File: src/rtl/core/dhm_pkg.sv
package dhm_pkg;

  localparam int unsigned WORD_BITS = 64;
  localparam int unsigned CntW      = $clog2(WORD_BITS);
  localparam int unsigned CfgIdxW   = 2;

  typedef logic [WORD_BITS-1:0] word_t;
  typedef logic [CfgIdxW-1:0]   cfg_idx_t;
  typedef logic [1:0]           err_t;

  localparam cfg_idx_t CFG_MODULUS   = 2'd0;
  localparam cfg_idx_t CFG_GENERATOR = 2'd1;
  localparam cfg_idx_t CFG_PRIV_EXP  = 2'd2;

  localparam err_t ERR_OK       = 2'd0;
  localparam err_t ERR_NO_KEY   = 2'd1;
  localparam err_t ERR_BAD_PARM = 2'd2;

  localparam word_t RESET_MODULUS   = word_t'(23);
  localparam word_t RESET_GENERATOR = word_t'(5);

  typedef enum logic [2:0] {
    ST_IDLE,
    ST_RED,
    ST_RED_W,
    ST_ACC,
    ST_ACC_W,
    ST_SQR,
    ST_SQR_W
  } dhm_state_e;

endpackage

File: src/rtl/core/diffie_hellman_modexp.sv
// Channel   Direction  Handshake              Payload
// request   in         start & !busy          func_i, peer_value_i
// result    out        done_o (one cycle)     key_value_o, error_code_o
// config    in         cfg_we_i               cfg_idx_i, cfg_data_i
//
// Each product runs on one shift-add modular multiplier, one bit per cycle.
// A request reduces the base mod p, then takes one product per set bit of x and
// one square per bit of x below the top one; errors return in the cycle after start.
// busy is high for the whole job. Reset restores p = 23, g = 5, x = 0.
// The result strobe lasts one cycle and cannot be stalled.
module diffie_hellman_modexp (
  input  logic                clk_i,
  input  logic                rst_ni,
  input  logic                cfg_we_i,
  input  dhm_pkg::cfg_idx_t   cfg_idx_i,
  input  dhm_pkg::word_t      cfg_data_i,
  input  logic                start,
  output logic                busy,
  input  logic                func_i,
  input  dhm_pkg::word_t      peer_value_i,
  output logic                done_o,
  output dhm_pkg::word_t      key_value_o,
  output dhm_pkg::err_t       error_code_o
);

  dhm_pkg::word_t     p_q, g_q, x_q;
  dhm_pkg::dhm_state_e state_q, state_d;
  dhm_pkg::word_t     acc_q, acc_d;
  dhm_pkg::word_t     base_q, base_d;
  dhm_pkg::word_t     exp_q, exp_d;
  logic               done_q, done_d;
  dhm_pkg::word_t     key_q, key_d;
  dhm_pkg::err_t      err_q, err_d;

  logic               mul_start;
  dhm_pkg::word_t     mul_a, mul_b;
  logic               mul_done;
  dhm_pkg::word_t     mul_res;
  dhm_pkg::err_t      chk_err;

  always_ff @(posedge clk_i or negedge rst_ni) begin
    if (!rst_ni) begin
      p_q <= dhm_pkg::RESET_MODULUS;
      g_q <= dhm_pkg::RESET_GENERATOR;
      x_q <= '0;
    end else if (cfg_we_i) begin
      case (cfg_idx_i)
        dhm_pkg::CFG_MODULUS:   p_q <= cfg_data_i;
        dhm_pkg::CFG_GENERATOR: g_q <= cfg_data_i;
        dhm_pkg::CFG_PRIV_EXP:  x_q <= cfg_data_i;
        default: ;
      endcase
    end
  end

  always_comb begin
    if (p_q[dhm_pkg::WORD_BITS-1:1] == '0 || g_q[dhm_pkg::WORD_BITS-1:1] == '0 ||
        g_q >= p_q) begin
      chk_err = dhm_pkg::ERR_BAD_PARM;
    end else if (x_q == '0) begin
      chk_err = dhm_pkg::ERR_NO_KEY;
    end else begin
      chk_err = dhm_pkg::ERR_OK;
    end
  end

  dhm_mulmod u_mulmod (
    .clk_i    (clk_i),
    .rst_ni   (rst_ni),
    .start_i  (mul_start),
    .a_i      (mul_a),
    .b_i      (mul_b),
    .m_i      (p_q),
    .done_o   (mul_done),
    .result_o (mul_res)
  );

  always_comb begin
    state_d   = state_q;
    acc_d     = acc_q;
    base_d    = base_q;
    exp_d     = exp_q;
    done_d    = 1'b0;
    key_d     = key_q;
    err_d     = err_q;
    mul_start = 1'b0;
    mul_a     = base_q;
    mul_b     = base_q;
    case (state_q)
      dhm_pkg::ST_IDLE: begin
        if (start) begin
          base_d = func_i ? peer_value_i : g_q;
          acc_d  = dhm_pkg::word_t'(1);
          exp_d  = x_q;
          if (chk_err != dhm_pkg::ERR_OK) begin
            done_d = 1'b1;
            key_d  = '0;
            err_d  = chk_err;
          end else begin
            state_d = dhm_pkg::ST_RED;
          end
        end
      end
      dhm_pkg::ST_RED: begin
        // base mod p as base * 1
        mul_start = 1'b1;
        mul_a     = base_q;
        mul_b     = dhm_pkg::word_t'(1);
        state_d   = dhm_pkg::ST_RED_W;
      end
      dhm_pkg::ST_RED_W: begin
        if (mul_done) begin
          base_d  = mul_res;
          state_d = exp_q[0] ? dhm_pkg::ST_ACC : dhm_pkg::ST_SQR;
        end
      end
      dhm_pkg::ST_ACC: begin
        mul_start = 1'b1;
        mul_a     = acc_q;
        mul_b     = base_q;
        state_d   = dhm_pkg::ST_ACC_W;
      end
      dhm_pkg::ST_ACC_W: begin
        if (mul_done) begin
          acc_d   = mul_res;
          state_d = dhm_pkg::ST_SQR;
        end
      end
      dhm_pkg::ST_SQR: begin
        // skip the square after the top exponent bit
        if (exp_q[dhm_pkg::WORD_BITS-1:1] == '0) begin
          done_d  = 1'b1;
          key_d   = acc_q;
          err_d   = dhm_pkg::ERR_OK;
          state_d = dhm_pkg::ST_IDLE;
        end else begin
          mul_start = 1'b1;
          state_d   = dhm_pkg::ST_SQR_W;
        end
      end
      dhm_pkg::ST_SQR_W: begin
        if (mul_done) begin
          base_d  = mul_res;
          exp_d   = {1'b0, exp_q[dhm_pkg::WORD_BITS-1:1]};
          state_d = exp_q[1] ? dhm_pkg::ST_ACC : dhm_pkg::ST_SQR;
        end
      end
      default: state_d = dhm_pkg::ST_IDLE;
    endcase
  end

  always_ff @(posedge clk_i or negedge rst_ni) begin
    if (!rst_ni) begin
      state_q <= dhm_pkg::ST_IDLE;
      done_q  <= 1'b0;
    end else begin
      state_q <= state_d;
      done_q  <= done_d;
    end
  end

  always_ff @(posedge clk_i) begin
    acc_q  <= acc_d;
    base_q <= base_d;
    exp_q  <= exp_d;
    key_q  <= key_d;
    err_q  <= err_d;
  end

  assign busy         = (state_q != dhm_pkg::ST_IDLE);
  assign done_o       = done_q;
  assign key_value_o  = key_q;
  assign error_code_o = err_q;

endmodule

File: src/rtl/core/dhm_mulmod.sv
module dhm_mulmod (
  input  logic             clk_i,
  input  logic             rst_ni,
  input  logic             start_i,
  input  dhm_pkg::word_t   a_i,
  input  dhm_pkg::word_t   b_i,
  input  dhm_pkg::word_t   m_i,
  output logic             done_o,
  output dhm_pkg::word_t   result_o
);

  localparam int unsigned W = dhm_pkg::WORD_BITS;

  logic                   run_q, run_d;
  logic                   done_q, done_d;
  logic [dhm_pkg::CntW-1:0] cnt_q, cnt_d;
  dhm_pkg::word_t         r_q, r_d;
  dhm_pkg::word_t         a_q, a_d;
  dhm_pkg::word_t         b_q, b_d;
  dhm_pkg::word_t         m_q, m_d;

  logic [W:0]             dbl;
  dhm_pkg::word_t         dbl_red;
  logic [W:0]             sum;
  dhm_pkg::word_t         step;

  // one bit of a per cycle, MSB first: r = 2r + bit*b, kept below m
  always_comb begin
    dbl     = {r_q, 1'b0};
    dbl_red = (dbl >= {1'b0, m_q}) ? W'(dbl - {1'b0, m_q}) : W'(dbl);
    sum     = {1'b0, dbl_red} + (a_q[W-1] ? {1'b0, b_q} : '0);
    step    = (sum >= {1'b0, m_q}) ? W'(sum - {1'b0, m_q}) : W'(sum);
  end

  always_comb begin
    run_d  = run_q;
    done_d = 1'b0;
    cnt_d  = cnt_q;
    r_d    = r_q;
    a_d    = a_q;
    b_d    = b_q;
    m_d    = m_q;
    if (start_i) begin
      run_d = 1'b1;
      cnt_d = dhm_pkg::CntW'(W - 1);
      r_d   = '0;
      a_d   = a_i;
      b_d   = b_i;
      m_d   = m_i;
    end else if (run_q) begin
      r_d   = step;
      a_d   = {a_q[W-2:0], 1'b0};
      cnt_d = cnt_q - 1'b1;
      if (cnt_q == '0) begin
        run_d  = 1'b0;
        done_d = 1'b1;
      end
    end
  end

  always_ff @(posedge clk_i or negedge rst_ni) begin
    if (!rst_ni) begin
      run_q  <= 1'b0;
      done_q <= 1'b0;
      cnt_q  <= '0;
    end else begin
      run_q  <= run_d;
      done_q <= done_d;
      cnt_q  <= cnt_d;
    end
  end

  always_ff @(posedge clk_i) begin
    r_q <= r_d;
    a_q <= a_d;
    b_q <= b_d;
    m_q <= m_d;
  end

  assign done_o   = done_q;
  assign result_o = r_q;

endmodule
File: config.mk
export PLATFORM = sky130hd
export DESIGN_NAME = diffie_hellman_modexp
export DESIGN_NICKNAME = d
export VERILOG_FILES = /design/src/rtl/core/dhm_pkg.sv /design/src/rtl/core/diffie_hellman_modexp.sv /design/src/rtl/core/dhm_mulmod.sv
export SDC_FILE = /design/constraint.sdc
export NUM_CORES = 2
export LEC_CHECK = 0
export ABC_AREA = 1
export BUFFER_PORTS_ARGS = -buffer_cell sky130_fd_sc_hd__buf_2
export CAP_MARGIN = 40
export CORE_UTILIZATION = 61
export CTS_CLUSTER_SIZE = 24
export DETAILED_ROUTE_END_ITERATION = 10
export GPL_TIMING_DRIVEN = 0
export PLACE_DENSITY = 0.78
export SLEW_MARGIN = 0
export SYNTH_ARGS = -nofsm -noshare
export SYNTH_HDL_FRONTEND = slang
export SYNTH_SLANG_ARGS = --single-unit
File: constraint.sdc
create_clock -name clk_i -period 8.5 [get_ports clk_i]
set_input_delay 0.425 -clock clk_i [delete_from_list [all_inputs] [get_ports clk_i]]
set_output_delay 0.425 -clock clk_i [all_outputs]
set_load 0.005 [all_outputs]
# Word-level counts from Yosys, hierarchy flattened
# Cells that the tools add are included.
[totals] ff_bits=718 input_bits=135 output_inout_bits=68 wordCells=114
[op_classes] n_addsub=4 order_cmp=3 n_eq_ne=16 mux=48 n_reduce_logical=26
[ops] operator="64-bit two-way mux" n=15
[ops] operator="64-bit one-hot mux with 2 select lines" n=4
[ops] operator="63-bit logical NOT" n=3
[ops] operator="65-bit by 64-bit >= comparator with 1-bit output" n=2
[ops] operator="64-bit subtractor" n=2
[ops] operator="64-bit by 64-bit adder with 65-bit output" n=1
[ops] operator="64-bit >= comparator" n=1
[ops] operator="64-bit logical NOT" n=1
[ops] operator="3-bit two-way mux" n=8
[ops] operator="3-bit one-hot mux with 7 select lines" n=1
[ops] operator="6-bit two-way mux" n=2
[ops] operator="2-bit nonzero test" n=6
[ops] operator="1-bit two-way mux" n=11
[ops] operator="3-bit equality test (second input constant)" n=3
[ops] operator="3-bit AND reduction" n=3
[ops] operator="2-bit two-way mux" n=4
[ops] operator="2-bit by 1-bit != test with 1-bit output (second input constant)" n=4
[ops] operator="2-bit != test (second input constant)" n=4
[ops] operator="3-bit by 2-bit equality test with 1-bit output (second input constant)" n=2
[ops] operator="6-bit logical NOT" n=1
[ops] operator="2-bit AND reduction" n=3
[ops] operator="6-bit by 1-bit subtractor with 6-bit output (second input constant)" n=1
[ops] operator="5-bit AND reduction" n=1
[ops] operator="1-bit one-hot mux with 2 select lines" n=2
[ops] operator="10 further kinds" n=12

# Logic depth before layout (Yosys ltp)
[depth] depth_word=8 ltp_mapped=53 mapped_depth_nobuf=50

# Cells and area by module
# From an unflattened synthesis, not the netlist that was laid out.
[hier_totals] hier_cells=7015 hier_area_um2=49027.0
[modules_own_cells] mod="dhm_mulmod" n_inst=1 cells_per_inst=4533 area_per_inst_um2=27196.1 seq_area_each_um2=7247.0
[modules_own_cells] mod="diffie_hellman_modexp" n_inst=1 cells_per_inst=2482 area_per_inst_um2=21830.9 seq_area_each_um2=12659.6

# Worst setup path before layout
# No wires, ideal clock.
[synth_timing] path_kind="flip-flop to flip-flop" from="reg u_mulmod.m_q[24]" to="reg u_mulmod.r_q[25], in the netlist u_mulmod.result_o[25]" setup_ps=166 arrival_ps=5490 t_required_ps=8334 setup_slack_ps=2844 stages_incl_launch_ff=50 n_path_buf=4 period_less_slack_ps=5656 cell_sequence="edfxtp_1 -> inv_1 -> ha_1 -> nand2_1 -> nor2_2 -> inv_2 -> nor2_2 -> inv_1 -> nor3_2 -> nand2_1 -> nand3_2 -> nand3_2 -> nand2_2 -> nand3_1 -> nand2_2 -> buf_6 -> inv_4 -> buf_6 -> [... 14 more ...] -> xor2_1 -> inv_1 -> ha_1 -> nand2_1 -> nor2_1 -> nand2_1 -> nor2_1 -> nand2_1 -> nor2_1 -> nor2_1 -> nand3_1 -> nor2_1 -> nand2_2 -> buf_4 -> buf_4 -> nand3_1 -> nand3_1 -> o21ai_0"
[synth_via] elab_chain_len=5 elab_cells_between_ends=7 cone_classes="add/sub: 3; order compare: 2; mux: 2"
[synth_rtl] element="start: declaration" line="dhm_mulmod.sv:20" text="dhm_pkg::word_t m_q, m_d;"
[synth_rtl] element="start signal: assignment" line="dhm_mulmod.sv:77" text="m_q <= m_d;"
[synth_rtl] element="64-bit subtractor / 65-bit by 64-bit >= comparator with 1-bit output (equally long branches)" line="dhm_mulmod.sv:30" text="dbl_red = (dbl >= {1'b0, m_q}) ? W'(dbl - {1'b0, m_q}) : W'(dbl);"
[synth_rtl] element="64-bit two-way mux" line="dhm_mulmod.sv:30"
[synth_rtl] element="64-bit by 64-bit adder with 65-bit output" line="dhm_mulmod.sv:31" text="sum = {1'b0, dbl_red} + (a_q[W-1] ? {1'b0, b_q} : '0);"
[synth_rtl] element="64-bit subtractor / 65-bit by 64-bit >= comparator with 1-bit output (equally long branches)" line="dhm_mulmod.sv:32" text="step = (sum >= {1'b0, m_q}) ? W'(sum - {1'b0, m_q}) : W'(sum);"
[synth_rtl] element="64-bit two-way mux (*)" line="dhm_mulmod.sv:32"
[synth_rtl] element="end signal: assignment" line="dhm_mulmod.sv:74" text="r_q <= r_d;"
[synth_rtl] element="end: declaration" line="dhm_mulmod.sv:17" text="dhm_pkg::word_t r_q, r_d;"
# Every way passes the cells marked *; elsewhere a longest branch is shown, timed or not.
# A chain may end at the register's enable or synchronous reset.

# Final worst setup path
[layout_timing] from="reg u_mulmod.m_q[61]" to="reg u_mulmod.r_q[53], in the netlist u_mulmod.result_o[53]"
[layout_via] elab_chain_len=5 elab_cells_between_ends=7 cone_classes="add/sub: 3; order compare: 2; mux: 2"
[layout_rtl] element="65-bit by 64-bit >= comparator with 1-bit output / 64-bit subtractor (equally long branches)" line="dhm_mulmod.sv:30"
[layout_rtl] element="64-bit two-way mux" line="dhm_mulmod.sv:30"
[layout_rtl] element="64-bit by 64-bit adder with 65-bit output" line="dhm_mulmod.sv:31"
[layout_rtl] element="64-bit subtractor / 65-bit by 64-bit >= comparator with 1-bit output (equally long branches)" line="dhm_mulmod.sv:32"
[layout_rtl] element="64-bit two-way mux (*)" line="dhm_mulmod.sv:32"
# Marked as above.

==> run metrics <==
layout cell share with drive strength beyond 1=6.27%; Synth area leader=edfxtp_1; critical path peak fanout=10; CORE AREA=77,700 sq um; Syn Std Cell Area=48,000 sq um; pin slew with the least headroom to its limit=1.01 ns; FF-to-FF End=u_mulmod.result_o[53]; DRC violations left=0; Final period util=98.8%; Initial Util=61.8%; Synth Warn #=0; Post-Syn Nets=7,083; peak per-stage delay on the critical path=0.60 ns; sequential share of power=49.0%; post-route ant nets=0; CP startpoint kind=flop; Die Width=283 microns; power share of the combinational group=8.4%; cts bufs inserted=74; io pins=203; global-route wire length before repair=269,000 microns; Worst-Skew Late Latency=0.67 ns; clk buf depth=3; RePlAce Congestion=1.12; Worst-path clk slew=0.07 ns; Seq/Total Area, Yosys=41.5%; max frequency=119 MHz; Avg Vias per Cell=5.92; TNS Setup=0 ns; largest cells by area after synthesis=edfxtp_1, nand2_1, dfrtp_1; WL per Instance=23.3 microns; pin count of the biggest net entering global routing=123; Switch Pwr=0.00207 W; Post-synth EDFFs=450; Static Leak=25.3 nW; max-slew violations=0; status=complete, no violations; max_slew headroom=33.0%; drt first pass iters=7; die area=79,800 sq um; post-synth cell types=48; gr busiest metal=met2; Min-Delay Endpoint=x_q[20]; Site Rows=102; hold wc startpoint=cfg_data_i[20]; Final Non-Filler Cells=8,091; Avg Cell Area, Syn=7.18 sq um; Worst Skew=0.0494 ns; initial antenna violation count=8; Layout Utilization=68.8%; met2 usage=71.0%; Synth Flop Type=edfxtp_1; CTS Sinks=718; total grt overflow=0; vias post-DR=47.9k; I/O Buffers=201; Tot Pwr=0.00816 W; pwr/cell area=153 nW/um^2; Die Y=283 microns; met1 usage=57.4%; met3 usage=11.5%; Root Driver=clkbuf_16; Internal=0.00609 W; WS Path Type=flop to flop; top cell type's share of synthesized area=28.1%; r2r worst-path depth=39; critical path data arrival time=8.99 ns; reg2reg setup slack=0.10 ns; final net count=7,381; CP max stage cell=xor2_1; Min-Delay Path Class=primary input to flop; VDD IR max=0.282 mV; Clk pwr share=42.6%; max cap viols=0; TritonCTS clock tree=done; vias in the first global route=45.3k; fin crit period=8.40 ns; Sw Ratio=25.4%; Setup-failing EPs final=0; Min Hold Slack=0.0715 ns; Initial DRC Count=6,604; placed instance count=7,945; launch point of the worst reg-to-reg path=u_mulmod.m_q[61]; Final Hold Fails=0; hpwl dp=152,000 microns; Post-synth ARST share=28.4%; Crit. End Element=flop; post-synthesis cell count=6,687; Yosys reg bits=718; CP required=9.09 ns; GRT Total Usage=46.6%; most frequent CP cell=nand2_1; H-tree levels=3; final WL=188,000 microns; Synth-to-Final Area Change=11.4%; WHS Path Cells=3
[cells by family after synthesis]
kind of cell               count (synthesis)  share of synthesized area [%]
xor gates and xnor gates                 128                           2.34
adders and majority gates                261                           6.85
AOI/OAI and AO/OA                       1063                           11.8
DFF                                      718                           41.5
and+or+nand+nor                         3131                           26.4
buffers and inverters                   1386                           11.2
[stage by stage]
step | setup WS (ns) | cell area, sq um
after floorplan | 2.84 | 48000
after global placement | -1.28 | 50300
after detailed placement | 0.00823 | 50700
after CTS | 0.100 | 53300
after global routing | -0.00665 | 53500
final | 0.102 | 53500
[placed cells by master, fill, tap and decap left out, types with 25 or more instances in the layout]
cell	count
a21oi_1	313
clkbuf_1	147
o21ai_0	550
dfrtp_1	198
edfxtp_1	450
nand3_1	279
clkbuf_16	77
xnor2_1	41
ha_1	258
nor3_1	55
nor4_1	25
o21bai_1	40
nand2_1	1995
nand3b_1	25
a31oi_1	70
nor2_1	626
buf_2	209
xor2_1	79
nand4_1	87
o21ai_1	38
inv_1	1195
dfxtp_1	64
[worst max path at each step]
stage	startpoint	to
4_1_cts	u_mulmod.m_q[61]	u_mulmod.result_o[53]
3_5_place_dp	u_mulmod.m_q[60]	u_mulmod.result_o[48]
3_3_place_gp	exp_q[1]	u_mulmod.done_o
6_report	u_mulmod.m_q[61]	u_mulmod.result_o[53]
2_1_floorplan	u_mulmod.m_q[24]	u_mulmod.result_o[25]
5_1_grt	u_mulmod.m_q[46]	u_mulmod.result_o[53]
[synth_stat cells (all sizes together), types with 57 or more instances]
| master | instances |
|---|---|
| nand2 | 2000 |
| inv | 1200 |
| nor2 | 634 |
| o21ai | 597 |
| edfxtp | 450 |
| a21oi | 314 |
| nand3 | 290 |
| ha | 258 |
| dfrtp | 198 |
| clkbuf | 138 |
| nand4 | 87 |
| xor2 | 87 |
| a31oi | 70 |
| dfxtp | 64 |
| nor3 | 57 |
[metal layers]
layer,vias up,part of all wire [%]
li1,21985,-
met1,22099,36
met2,3175,43
met3,649,12
met4,2,8.9
met5,-,0.0069
[power by group through the flow]
stage,Sequential (W),Combinational (W),Clock (W)
2_1_floorplan,0.00401,0.000426,0
3_3_place_gp,0.00405,0.000600,0
3_5_place_dp,0.00405,0.000646,0
4_1_cts,0.00399,0.000670,0.00346
5_1_grt,0.00401,0.000770,0.00360
6_report,0.00400,0.000689,0.00348
[repair_timing]
| item | CTS | global route |
|---|---|---|
| endpoints found under the hold margin | 82 | 0 |
| resized for setup | 1 | 13 |
| buffers inserted | 0 | 0 |
| endpoints found under the setup margin | 5 | 64 |
| hold buffers | 1 | 0 |
[layout make-up]
| type | count | area (sq um) |
|---|---|---|
| Inverter | 1200 | 4510 |
| Antenna cell | 6 | 15.0 |
| Multi-Input combinational cell | 4583 | 22900 |
| Tap cell | 1040 | 1300 |
| Fill cell | 6375 | 24300 |
| Sequential cell | 718 | 19900 |
| Clock inverter | 42 | 578 |
| Timing Repair Buffer | 222 | 1410 |
| Clock buffer | 94 | 2020 |
| Buffer | 186 | 868 |
[critical path: cells and delay by family (launching register included)]
| family | cells | cell delay [ns] |
|---|---|---|
| fa+ha+maj | 3 | 1.17 |
| flops | 1 | 0.34 |
| buf+inv | 9 | 1.62 |
| xor+xnor | 1 | 0.60 |
| simple gates | 23 | 3.76 |
| compound gates | 3 | 0.80 |
Note: power is estimated with default switching activity, not from simulation.
